`src/rtl/kmsp_pkg.sv`:
```
// kmsp_pkg: shared constants and types for the key matrix scan packer
// no dependencies; imported by key_matrix_scan_packer and kmsp_props
`default_nettype none

package kmsp_pkg;

  // fixed field widths of the ports
  localparam int COL_W    = 6;
  localparam int DRIVE_W  = 4;
  localparam int BYTE_W   = 8;
  localparam int TICK_W   = 16;

  // frame packing
  localparam int          BITS_PER_BYTE = 7;
  localparam logic [7:0]  END_BYTE      = 8'h80;

  // configuration port
  localparam int          APB_DW       = 32;
  localparam int          APB_AW       = 3;
  localparam logic [15:0] SETTLE_RESET = 16'd100;
  localparam logic [15:0] PAUSE_RESET  = 16'd5000;

  // register index, taken from paddr[2]
  typedef enum logic {
    REG_SETTLE = 1'b0,
    REG_PAUSE  = 1'b1
  } reg_idx_t;

endpackage

`default_nettype wire

```
`src/rtl/key_matrix_scan_packer.sv`:
```
// key_matrix_scan_packer: matrix row scanner with 7-bit key packing and framed output
// depends on kmsp_pkg
`default_nettype none

// channel   | handshake           | payload
// ----------+---------------------+------------------------------------------------
// in        | in_valid / in_ready | column_levels[5:0]
// out       | out_valid/out_ready | row_drive[3:0] byte_valid tx_byte[7:0] frame_last
// cfg       | psel penable pwrite | paddr[2:0] pwdata[31:0] prdata[31:0] pready
//
// a tick is taken when in_valid meets in_ready; scan and pause ticks give one beat
// a frame tick gives DATA_BYTES+1 beats, one per cycle if not stalled, from the burst
// shift register, and holds in_ready low until the end byte is in the output register
// in_ready = !burst && (output register empty or being taken this cycle)
// rst is synchronous; counts, packed keys and flags clear, registers return to 100 / 5000
module key_matrix_scan_packer import kmsp_pkg::*; #(
  parameter int ROW_COUNT    = 4,
  parameter int COLUMN_COUNT = 6,
  parameter int USED_KEYS    = 21,
  parameter int DATA_BYTES   = 3
) (
  input  wire logic                clk,
  input  wire logic                rst,
  // tick input
  input  wire logic                in_valid,
  output logic                     in_ready,
  input  wire logic [COL_W-1:0]    column_levels,
  // result output
  output logic                     out_valid,
  input  wire logic                out_ready,
  output logic [DRIVE_W-1:0]       row_drive,
  output logic                     byte_valid,
  output logic [BYTE_W-1:0]        tx_byte,
  output logic                     frame_last,
  // configuration
  input  wire logic                psel,
  input  wire logic                penable,
  input  wire logic                pwrite,
  input  wire logic [APB_AW-1:0]   paddr,
  input  wire logic [APB_DW-1:0]   pwdata,
  output logic [APB_DW-1:0]        prdata,
  output logic                     pready
);

  localparam int RW      = (ROW_COUNT > 1) ? $clog2(ROW_COUNT) : 1;
  localparam int FRAME_W = DATA_BYTES * BITS_PER_BYTE;
  localparam int BL_W    = $clog2(DATA_BYTES + 1);
  localparam logic [RW-1:0]   LAST_ROW   = RW'(ROW_COUNT - 1);
  localparam logic [BL_W-1:0] BURST_INIT = BL_W'(DATA_BYTES - 1);

  // configuration registers
  logic [TICK_W-1:0] settle_ticks;
  logic [TICK_W-1:0] pause_ticks;
  reg_idx_t          reg_sel;

  // scan state
  logic [RW-1:0]        row_index;
  logic                 in_pause;
  logic [TICK_W-1:0]    tick_count;
  logic [USED_KEYS-1:0] switch_bits;

  // frame burst
  logic                 burst;
  logic [BL_W-1:0]      burst_left;
  logic [FRAME_W-1:0]   frame_bits;

  // combinational terms
  logic                 in_fire;
  logic                 out_fire;
  logic [TICK_W-1:0]    tick_inc;
  logic                 settle_hit;
  logic                 pause_done;
  logic [USED_KEYS-1:0] key_set;
  logic [DRIVE_W-1:0]   drive;
  logic [FRAME_W-1:0]   frame_vec;
  logic [FRAME_W+USED_KEYS-1:0] sw_pad;

  // apb port, written on the access cycle
  assign pready  = 1'b1;
  assign reg_sel = reg_idx_t'(paddr[2]);

  always_comb begin
    unique case (reg_sel)
      REG_SETTLE: prdata = APB_DW'(settle_ticks);
      REG_PAUSE:  prdata = APB_DW'(pause_ticks);
      default:    prdata = '0;
    endcase
  end

  always_ff @(posedge clk) begin
    if (rst) begin
      settle_ticks <= SETTLE_RESET;
      pause_ticks  <= PAUSE_RESET;
    end else if (psel && penable && pwrite && pready) begin
      unique case (reg_sel)
        REG_SETTLE: settle_ticks <= pwdata[TICK_W-1:0];
        REG_PAUSE:  pause_ticks  <= pwdata[TICK_W-1:0];
        default:    ;
      endcase
    end
  end

  // handshakes
  assign out_fire = out_valid && out_ready;
  assign in_ready = !burst && (!out_valid || out_ready);
  assign in_fire  = in_valid && in_ready;

  // tick counting
  assign tick_inc   = tick_count + TICK_W'(1);
  assign settle_hit = (tick_inc >= settle_ticks);
  assign pause_done = (tick_inc >= pause_ticks);

  // one-hot drive, rows past the port width show nothing
  always_comb begin
    for (int i = 0; i < DRIVE_W; i++) begin
      drive[i] = (i < ROW_COUNT) && (int'(row_index) == i);
    end
  end

  // keys of the current row that read closed
  always_comb begin
    logic [COL_W-1:0] col_shift;
    for (int n = 0; n < USED_KEYS; n++) begin
      col_shift  = column_levels >> (n % COLUMN_COUNT);
      key_set[n] = ((n % COLUMN_COUNT) < COL_W)
                && (int'(row_index) == n / COLUMN_COUNT)
                && col_shift[0];
    end
  end

  // data bytes of the frame, keys beyond the used set read open
  assign sw_pad    = {{FRAME_W{1'b0}}, switch_bits};
  assign frame_vec = sw_pad[FRAME_W-1:0];

  // scan state
  always_ff @(posedge clk) begin
    if (rst) begin
      row_index   <= '0;
      in_pause    <= 1'b0;
      tick_count  <= '0;
      switch_bits <= '0;
    end else if (in_fire) begin
      if (!in_pause) begin
        if (settle_hit) begin
          tick_count  <= '0;
          switch_bits <= switch_bits | key_set;
          if (row_index == LAST_ROW) begin
            in_pause <= 1'b1;
          end else begin
            row_index <= row_index + RW'(1);
          end
        end else begin
          tick_count <= tick_inc;
        end
      end else if (!pause_done) begin
        tick_count <= tick_inc;
      end else begin
        tick_count  <= '0;
        switch_bits <= '0;
        in_pause    <= 1'b0;
        row_index   <= '0;
      end
    end
  end

  // output register and frame burst control
  always_ff @(posedge clk) begin
    if (rst) begin
      out_valid  <= 1'b0;
      burst      <= 1'b0;
      burst_left <= '0;
    end else if (in_fire) begin
      out_valid <= 1'b1;
      if (in_pause && pause_done) begin
        burst      <= 1'b1;
        burst_left <= BURST_INIT;
      end
    end else if (out_fire && burst) begin
      if (burst_left != '0) begin
        burst_left <= burst_left - BL_W'(1);
      end else begin
        burst <= 1'b0;
      end
    end else if (out_fire) begin
      out_valid <= 1'b0;
    end
  end

  // output payload
  always_ff @(posedge clk) begin
    if (in_fire) begin
      if (!in_pause) begin
        row_drive  <= drive;
        byte_valid <= 1'b0;
        tx_byte    <= '0;
        frame_last <= 1'b0;
      end else if (!pause_done) begin
        row_drive  <= '0;
        byte_valid <= 1'b0;
        tx_byte    <= '0;
        frame_last <= 1'b0;
      end else begin
        row_drive  <= '0;
        byte_valid <= 1'b1;
        tx_byte    <= {1'b0, frame_vec[BITS_PER_BYTE-1:0]};
        frame_last <= 1'b0;
        frame_bits <= frame_vec >> BITS_PER_BYTE;
      end
    end else if (out_fire && burst) begin
      if (burst_left != '0) begin
        tx_byte    <= {1'b0, frame_bits[BITS_PER_BYTE-1:0]};
        frame_bits <= frame_bits >> BITS_PER_BYTE;
      end else begin
        tx_byte    <= END_BYTE;
        frame_last <= 1'b1;
      end
    end
  end

endmodule

`default_nettype wire

```
`config.mk`:
```
export PLATFORM = sky130hd
export DESIGN_NAME = key_matrix_scan_packer
export DESIGN_NICKNAME = d
export VERILOG_FILES = /design/src/rtl/kmsp_pkg.sv /design/src/rtl/key_matrix_scan_packer.sv
export SDC_FILE = /design/constraint.sdc
export NUM_CORES = 1
export LEC_CHECK = 0
export ABC_AREA = 1
export BUFFER_PORTS_ARGS = -buffer_cell sky130_fd_sc_hd__clkbuf_2
export CORE_AREA = 2 2 112 114
export DETAILED_ROUTE_END_ITERATION = 7
export DIE_AREA = 0 0 114 116
export HOLD_SLACK_MARGIN = 0.08
export PLACE_DENSITY = 0.68
export REMOVE_ABC_BUFFERS = 1
export SETUP_SLACK_MARGIN = 0.5
export SYNTH_ARGS = -nofsm -noshare
export SYNTH_HDL_FRONTEND = slang
export SYNTH_SLANG_ARGS = --single-unit
```
`constraint.sdc`:
```
create_clock -name clk -period 6.34 [get_ports clk]
set_input_delay 0.634 -clock clk [delete_from_list [all_inputs] [get_ports clk]]
set_output_delay 0.634 -clock clk [all_outputs]
set_load 0.01 [all_outputs]
```
==> results_dict.tcl, run 1 <==
set metrics [dict create \
    status "completed" \
    hold_path_startpoint "frame_last" \
    final_cell_mix "132 x nand2_1, 116 x inv_1, 85 x a21oi_1" \
    dieArea_sq_um 13220 \
    rr_startpoint "tick_count[0]" \
    met2WireLength_um 5439 \
    final_common_cell "nand2_1" \
    ant_nets 0 \
    slew_headroom_pct 40.59 \
    synth-seq-cells 104 \
    syn_to_final_growth_pct 10.71 \
    start_util_pct 46.50 \
    muxShareOfSynthArea_pct 0 \
    finClkSkew_ps 11.41 \
    clk_path_buf_depth 2 \
    cpMostUsedCell "nand2_1" \
    seq_area_frac_synth_pct 42.47 \
    final.setup.worst_slack_ps 3042 \
    io-pin-count 97 \
    crit_buf_inv 2 \
    worstHoldEndpoint "frame_last" \
    grt_pass1_vias 4317 \
    cap_violations 0 \
    routed.top_layer "met4" \
    core_area_sq_um 11910 \
    pwr-share-clk_pct 39.0 \
    placed_cells 898 \
    grt_overflow_total 0 \
    die_y_um 116 \
    cp_top_family "simple AND/OR/NAND/NOR gates" \
    wl_um 11520 \
    cts_tree "yes" \
    cts_resized 0 \
    met3WireLength_um 577 \
    synthSimpleGateAreaFrac_pct 19.11 \
    finalMaxSlewViolations 0 \
    num_vias 4515 \
    cts_hold_buf 0 \
    cts.sink_count 104 \
    ir_drop_mv 0.1214 \
    post-route-cell-area_sq_um 6132 \
    hold_viol 0 \
    fin_cells 914 \
    drc 0 \
    p_sw_share_pct 28.44 \
    internal_power_mw 1.049 \
    netlist_area_sq_um 5539 \
    tightest_slew_ps 890.2 \
    root_buffer "clkbuf_16" \
    hold_path_depth 2 \
    power_density_nw_per_um2 239.0 \
    numCtsBuffers 9 \
    grt_pass1_wl_um 19550 \
    clkTransAtPathRegs_ps 80 \
    p_leak_nw 2.891 \
    gp_congestion 0.8429 \
    setup_viol 0 \
    final.period_utilization_pct 52.02 \
    clk-insertion-delay-late_ps 350 \
    crit_path_end_kind "flip-flop" \
    required_ps 6320 \
    rsz0062_at_grt "false" \
    ys_async_sr_fraction_pct 0 \
    synth_cell_type_count 27 \
    crit_chain "ha_1, nand3_2, nor2_2, nand3_2, nor2_1, nand2_1, xor2_1, inv_2, ha_1, nand2_1, nor3_1, nand2_1, nand2_1, nand2_2, nand2_1, nand2_1, inv_1" \
    grtUsageTotal_pct 18.38 \
    power_mw 1.466 \
    post_cts_buffers 0 \
    routedWlPerCell_um 12.60 \
    seqPwrFrac_pct 49.0 \
    viasPerCell 4.940 \
    critPathMaxFanout 14 \
    crit_path_top_delay_cell "inv_1" \
    synth_top_family_by_area "simple AND/OR/NAND/NOR gates" \
    final_net_count 848 \
    fin_crit_ps 3298 \
    p_switching_mw 0.4168 \
    dp_hpwl_um 8241 \
    hold_class "flip-flop to flip-flop" \
    pre_cts_ws_ps 3059 \
    synthCells 719 \
    synth_compound_area_share_pct 14.23 \
    drive_gt1_share_pct 13.04 \
    synth_flop_cell "dfxtp_1" \
    placed_area_sq_um 5816 \
    timing.reg2reg.setup_slack_ps 3040 \
    synth_xor_area_share_pct 2.349 \
    reg2regPathDepth 17 \
    synth_edf_count 27 \
    cp.arrival_ps 3280 \
    m1WireLength_um 5454 \
    die_x_um 114 \
    crit_type "flip-flop to flip-flop" \
    synthAdderAreaFrac_pct 8.584 \
    max_freq_mhz 303.2 \
    grt_max_degree 51 \
    rows 40 \
    n_antenna_cell 0 \
    comb_power_share_pct 12.0 \
    drtIter0Drc 276 \
    htreeDepth 3 \
    startpoint_type "flip-flop" \
    ys_warn_count 0 \
    dr.pass1.iters 5 \
    syn_avg_cell_area_sq_um 7.704 \
    antenna_found_initial 0 \
    r2r-end "frame_bits[11]" \
    io_buffers 61 \
    max_stage_delay_ps 460 \
    setup_tns_ps 0 \
]
[synth_stat cells, types with 4 or more instances]
cell        n  area (sq um)
nand4_1     8         50.05
nor2_1     32         120.1
edfxtp_1   27         810.8
clkbuf_1   17         63.81
inv_1     116         435.4
o21ai_0    69         345.3
inv_2       4         15.01
nand3_1    51         255.2
a21oi_1    85         425.4
buf_2       5         25.02
nand2_2     6         37.54
dfxtp_1    77          1541
ha_1       38         475.5
nand2_1   132         495.5
xnor2_1     4         35.03
buf_4      19         142.6
xor2_1      9         78.83
buf_6       4         45.04
nand3_2     4         40.04
[worst max-delay path by stage]
stage	start	end	slack [ps]	cells past startpoint
6_report	tick_count[0]	frame_bits[11]	3040	17
5_1_grt	tick_count[0]	frame_bits[7]	2630	17
4_1_cts	tick_count[0]	frame_bits[11]	3030	17
3_5_place_dp	tick_count[0]	frame_bits[9]	3060	17
3_3_place_gp	tick_count[0]	frame_bits[10]	3110	17
2_1_floorplan	out_ready	frame_bits[0]	3410	7
[per-layer routing]
metal | GRT usage [%] | vias to the layer above
li1 | - | 2373
met5 | 0 | -
met3 | 3.033 | 2
met2 | 30.32 | 106
met1 | 24.14 | 2034
met4 | 7.561 | 0
[state kept, by name, indices dropped and copies added, names as in the netlist]
name,cells
pause_ticks,16
burst_left,2
byte_valid,1
in_pause,1
out_valid,1
burst,1
frame_bits,14
settle_ticks,16
row_drive,4
row_index,2
tx_byte,8
frame_last,1
frame_vec,21
tick_count,16
[area by class of cell]
class	instances	area, sq um
Clock buffer	9	225.2
Fill cell	1150	5779
Clock inverter	7	91.34
Timing Repair Buffer	62	312.8
Inverter	120	450.4
Tap cell	147	183.9
Sequential cell	104	2352
Multi-Input combinational cell	465	2516
[worst register-to-register path, delay by kind of cell, from the launching register on]
kind / cells / cell delay, ps
adder cells (fa/ha/maj): 2 / 520
flip-flops: 1 / 440
buffers and inverters: 2 / 540
XOR/XNOR: 1 / 150
AND/OR/NAND/NOR: 12 / 1290
[cells by family (layout without fill, tap and decap cells)]
kind of cell	after synthesis	in the layout
fa+ha+maj	38	38
flops	104	104
buf+inv	165	198
compound gates	156	156
xor+xnor	14	14
other cells	2	17
simple gates	240	240
[through the flow]
| stage | util [%] | hold slack [ps] |
|---|---|---|
| detailed placement | 48.82 | 441.9 |
| CTS | 51.48 | 454.8 |
| global route | 51.48 | 474.2 |
| global placement | 48.82 | 429.5 |
| floorplan | - | 430.8 |
| finish | 51.48 | 452.3 |
[power groups by stage]
| stage | registers (mW) | logic (mW) | clock network, mW |
|---|---|---|---|
| after detailed placement | 0.734 | 0.176 | 0 |
| after CTS | 0.718 | 0.177 | 0.584 |
| after global placement | 0.733 | 0.169 | 0 |
| after floorplan | 0.734 | 0.111 | 0 |
| after global routing | 0.721 | 0.204 | 0.610 |
| final | 0.718 | 0.176 | 0.572 |
No activity file was read; power rests on OpenSTA's default activity.
==> run 2: changes to the inputs <==
--- a/config.mk
+++ b/config.mk
@@ -11,7 +11,7 @@
 export DETAILED_ROUTE_END_ITERATION = 7
 export DIE_AREA = 0 0 114 116
 export HOLD_SLACK_MARGIN = 0.08
-export PLACE_DENSITY = 0.68
+export PLACE_DENSITY = 0.7
 export REMOVE_ABC_BUFFERS = 1
 export SETUP_SLACK_MARGIN = 0.5
 export SYNTH_ARGS = -nofsm -noshare
==> constraint.sdc (replaced) <==
create_clock -name clk -period 2.68 [get_ports clk]
set_input_delay 0.268 -clock clk [delete_from_list [all_inputs] [get_ports clk]]
set_output_delay 0.268 -clock clk [all_outputs]
set_load 0.01 [all_outputs]
==> run 2 against run 1 <==
The flow now finishes with violations (negative setup slack). Clock skew rose by 0.56 ps. Critical path depth increased by 2. Sequential share of layout area decreased by 5.8 points.
==> results_dict.tcl, run 2 (same netlist as run 1, synthesis figures left out) <==
set metrics [dict create \
    status "finished, violations left" \
    violations "negative setup slack" \
    max_stage_delay_ps 360 \
    final.period_utilization_pct 104.0 \
    finClkSkew_ps 11.96 \
    hold_class "input port to flip-flop" \
    final_net_count 915 \
    clk-insertion-delay-late_ps 360 \
    antenna_found_initial 0 \
    pwr-share-clk_pct 35.9 \
    cpMostUsedCell "nand2_4" \
    fin_crit_ps 2788 \
    dieArea_sq_um 13220 \
    syn_to_final_growth_pct 31.33 \
    hold_viol 0 \
    drive_gt1_share_pct 29.38 \
    crit_chain "ha_4, nand3_4, nor2_4, nand3_4, nor2_2, nand2_1, xor2_1, inv_2, ha_4, nand2_4, nor3_2, nand2_2, nand2_2, nand2_4, nand2_4, nand2_4, inv_4, buf_6, buf_12" \
    core_area_sq_um 11910 \
    viasPerCell 4.984 \
    numCtsBuffers 9 \
    clk_path_buf_depth 2 \
    final_util_pct 61.07 \
    p_sw_share_pct 28.45 \
    ant_nets 0 \
    p_switching_mw 1.026 \
    grt_pass1_wl_um 21290 \
    die_y_um 116 \
    placed_cells 936 \
    dr.pass1.iters 5 \
    start_util_pct 46.50 \
    required_ps 2760 \
    internal_power_mw 2.582 \
    root_buffer "clkbuf_16" \
    setup_viol 58 \
    critPathMaxFanout 7 \
    io-pin-count 97 \
    grtUsageTotal_pct 20.30 \
    tightest_slew_ps 807.4 \
    io_buffers 61 \
    finalMaxSlewViolations 0 \
    clkTransAtPathRegs_ps 70 \
    p_leak_nw 3.410 \
    comb_power_share_pct 17.0 \
    crit_type "flip-flop to flip-flop" \
    grt_pass1_vias 4485 \
    final_common_cell "nand2_1" \
    grt_overflow_total 0 \
    htreeDepth 3 \
    drtIter0Drc 302 \
    rsz0062_at_grt "true" \
    n_antenna_cell 0 \
    startpoint_type "flip-flop" \
    largest_register_ffs 21 \
    dp_hpwl_um 8332 \
    crit_path_top_delay_cell "dfxtp_2" \
    power_density_nw_per_um2 496.0 \
    cap_violations 0 \
    cts_tree "yes" \
    ir_drop_mv 0.2970 \
    cts.sink_count 104 \
    grt_max_degree 45 \
    crit_buf_inv 4 \
    cp_top_family "simple AND/OR/NAND/NOR gates" \
    routedWlPerCell_um 13.71 \
    wl_um 13450 \
    num_vias 4889 \
    gp_congestion 0.8373 \
    final_cell_mix "119 x nand2_1, 113 x inv_1, 68 x dfxtp_1" \
    drc 0 \
    seqPwrFrac_pct 47.1 \
    die_x_um 114 \
    rows 40 \
    final.setup.worst_slack_ps -108.0 \
    fin_cells 981 \
    fill_cells 1017 \
    cp.arrival_ps 2860 \
    crit_path_end_kind "flip-flop" \
    max_freq_mhz 358.7 \
    slew_headroom_pct 46.11 \
]
## run 2: per-layer routing
| metal | share of wire [%] | GRT usage, % | vias up |
|---|---|---|---|
| met1 | 47 | 27.12 | 2226 |
| met3 | 4.6 | 3.400 | 20 |
| met2 | 46 | 33.29 | 126 |
| li1 | - | - | 2517 |
| met5 | 0 | 0 | - |
| met4 | 1.8 | 7.480 | 0 |
## run 2: final cells by class
class                   count  area (sq um)  share of cell area, %
repair buffers            129          1030                  14.16
multi-input cells         465          2948                  40.52
inverters                 120         455.4                  6.261
well taps                 147         183.9                  2.528
clock buffers               9         225.2                  3.096
flip-flops and latches    104          2371                  32.59
clock inverters             7         61.31                 0.8428
## run 2: through the flow
step / setup slack (ps) / setup TNS [ps] / hold slack, ps / area [sq um] / power [mW]
after floorplan: -154.5 / -2163 / 330.4 / 5319 / 2.001
after global placement: -50.72 / -701.4 / 429.1 / 6138 / 2.187
after detailed placement: -92.56 / -2098 / 440.2 / 6138 / 2.195
after CTS: -26.11 / -161.2 / 129.1 / 6928 / 3.566
after global routing: -220.9 / -9632 / 152.7 / 7274 / 3.768
final: -108.0 / -2328 / 139.2 / 7274 / 3.608
## run 2: timing repair
action,4_1_cts,5_1_grt
setup buffers,19,3
setup endpoints to repair,65,65
hold buffers,0,0
pin swaps,18,23
gates resized for setup,70,54
cloned,2,5
## run 2: worst reg2reg max path, stage by stage (launching register included)
cell and delay, ps:
dfxtp_2 360, ha_4 160, nand3_4 90, nor2_4 140, nand3_4 110, nor2_2 90, nand2_1 60, xor2_1 200
inv_2 90, ha_4 270, nand2_4 50, nor3_2 170, nand2_2 80, nand2_2 90, nand2_4 80, nand2_4 90
nand2_4 60, inv_4 100, buf_6 100, buf_12 110
## run 2: power by group through the flow
stage / sequential (mW) / clock (mW) / combinational, mW
after floorplan: 1.74 / 0 / 0.263
after global placement: 1.73 / 0 / 0.456
after detailed placement: 1.73 / 0 / 0.462
after CTS: 1.70 / 1.32 / 0.548
after global routing: 1.71 / 1.38 / 0.678
final: 1.70 / 1.30 / 0.612
## run 2: worst paths after layout
check | start | endpoint | slack, ps | depth (start not counted)
max | tick_count[1] | frame_bits[9] | -110 | 19
min | pwdata[2] | settle_ticks[2] | 140 | 3
max reg2reg | tick_count[1] | frame_bits[9] | -110 | 19
min reg2reg | frame_last | frame_last | 450 | 2
==> run 3: changes to the inputs <==
--- a/config.mk
+++ b/config.mk
@@ -6,12 +6,12 @@
 export NUM_CORES = 1
 export LEC_CHECK = 0
 export ABC_AREA = 1
+export ABC_CLOCK_PERIOD_IN_PS = 2680
 export BUFFER_PORTS_ARGS = -buffer_cell sky130_fd_sc_hd__clkbuf_2
-export CORE_AREA = 2 2 112 114
+export CORE_AREA = 2 2 139 141
 export DETAILED_ROUTE_END_ITERATION = 7
-export DIE_AREA = 0 0 114 116
+export DIE_AREA = 0 0 141 143
 export HOLD_SLACK_MARGIN = 0.08
-export PLACE_DENSITY = 0.7
 export REMOVE_ABC_BUFFERS = 1
 export SETUP_SLACK_MARGIN = 0.5
 export SYNTH_ARGS = -nofsm -noshare
==> run 3 against run 2 <==
The run now ends clean. Register-to-register slack improved by 110 ps. Power increased by 2.4%. Combinational power down 1%. Routed wire length is 1.4% higher. Clock power grew 7%. First-iteration DRC count is 34% lower. Design area rose by 1.9%. Hold slack got worse by 11 ps. Sequential power about the same. Critical path type unchanged. Critical endpoint is now frame_vec[5]. Largest cell class unchanged. Largest power group unchanged. Highest routed layer unchanged.
==> results_dict.tcl, run 3 (same netlist as run 1, synthesis figures left out) <==
set metrics [dict create \
    status "completed" \
    htreeDepth 3 \
    cts_hold_buf 0 \
    n_antenna_cell 0 \
    final_common_cell "nand2_1" \
    antenna_found_initial 0 \
    grt_pass1_vias 4459 \
    cts.sink_count 104 \
    grt_pass1_wl_um 21830 \
    die_y_um 143 \
    final_net_count 914 \
    num_vias 4810 \
    final.period_utilization_pct 99.77 \
    syn_to_final_growth_pct 33.77 \
    wl_um 13640 \
    grt_max_degree 46 \
    grtUsageTotal_pct 13.51 \
    dp_hpwl_um 9229 \
    cp.arrival_ps 2960 \
    drc 0 \
    core_area_sq_um 18580 \
    final.setup.worst_slack_ps 6.287 \
    setup_tns_ps 0 \
    power_density_nw_per_um2 498.7 \
    p_leak_nw 3.415 \
    dieArea_sq_um 20160 \
    finalMaxSlewViolations 0 \
    clk-insertion-delay-late_ps 360 \
    final_cell_mix "115 x nand2_1, 110 x inv_1, 69 x dfxtp_1" \
    final_util_pct 39.88 \
    crit_path_end_kind "flip-flop" \
    start_util_pct 29.81 \
    numCtsBuffers 9 \
    drive_gt1_share_pct 30.73 \
    crit_type "flip-flop to flip-flop" \
    setup_viol 0 \
    fin_cells 1067 \
    hold_class "input port to flip-flop" \
    drtIter0Drc 199 \
    routedWlPerCell_um 12.79 \
    finClkSkew_ps 12.40 \
    cts_tree "yes" \
    required_ps 2970 \
    io-pin-count 97 \
    die_x_um 141 \
    gp_congestion 0.7966 \
    holdWs_ps 128.4 \
    root_buffer "clkbuf_16" \
    cap_violations 0 \
    ir_drop_mv 0.3662 \
    hold_viol 0 \
    clk_path_buf_depth 2 \
    max_freq_mhz 374.0 \
    viasPerCell 4.508 \
    tightest_slew_ps 742.0 \
    rows 50 \
    slew_headroom_pct 50.48 \
    fin_crit_ps 2674 \
    largest_register_ffs 21 \
    rsz0062_at_grt "true" \
    placed_cells 1029 \
    ant_nets 0 \
    dr.pass1.iters 4 \
    clkTransAtPathRegs_ps 80 \
    critPathMaxFanout 5 \
    grt_overflow_total 0 \
    io_buffers 61 \
    startpoint_type "flip-flop" \
    pre_cts_ws_ps -92.15 \
]
==> run 3: cell type report <==
class	count	area, sq um
fillers	1848	11170
multi-input cells	467	3038
flip-flops and latches	104	2370
repair buffers	126	937.1
inverters	120	460.4
well taps	234	292.8
clock buffers	9	225.2
clock inverters	7	86.33
==> run 3: worst paths after layout <==
check | slack [ps] | end | cells past startpoint | start
max | 6 | frame_vec[5] | 19 | tick_count[0]
min | 130 | pause_ticks[12] | 3 | pwdata[12]
max reg2reg | 6 | frame_vec[5] | 19 | tick_count[0]
min reg2reg | 450 | frame_last | 2 | frame_last
==> run 3: what timing repair did <==
item | in CTS | in global routing
endpoints found under the setup margin | 65 | 65
gates cloned | 3 | 2
setup buffers | 8 | 9
pin swaps | 16 | 33
gates resized for setup | 70 | 79
==> run 3: where the power goes <==
part | internal (mW) | total (mW) | leakage [nW] | switching [mW]
sequential | 1.67 | 1.70 | 0.895 | 0.0272
combinational | 0.243 | 0.605 | 2.37 | 0.362
clock | 0.745 | 1.39 | 0.150 | 0.647
total | 2.66 | 3.70 | 3.41 | 1.04
==> run 3: metrics by stage <==
| step | area, sq um | power, mW |
|---|---|---|
| after detailed placement | 6292 | 2.208 |
| final | 7410 | 3.695 |
| after global placement | 6292 | 2.203 |
| after CTS | 6975 | 3.666 |
| after floorplan | 5319 | 2.001 |
| after global routing | 7410 | 3.861 |
==> run 3: worst max-delay path, cell delays in order (launching register included) <==
cell	delay (ps)
dfxtp_4	370
ha_4	140
nand3_4	80
nor2_4	130
nand3_4	110
nor2_2	90
nand2_1	60
xor2_1	170
inv_2	90
ha_4	280
nand2_4	60
nor3_4	210
nand2_4	80
nand2_4	70
nand2_4	70
buf_6	150
nand2_8	90
clkbuf_16	150
nand3_1	80
a21oi_1	140
==> run 3: metal layers <==
layer	wire length (um)	GRT usage (%)	part of all wire, %
met5	0	0	0
met4	255	5.000	1.9
met3	384	1.911	2.8
met2	6475	22.57	47
met1	6528	17.84	48
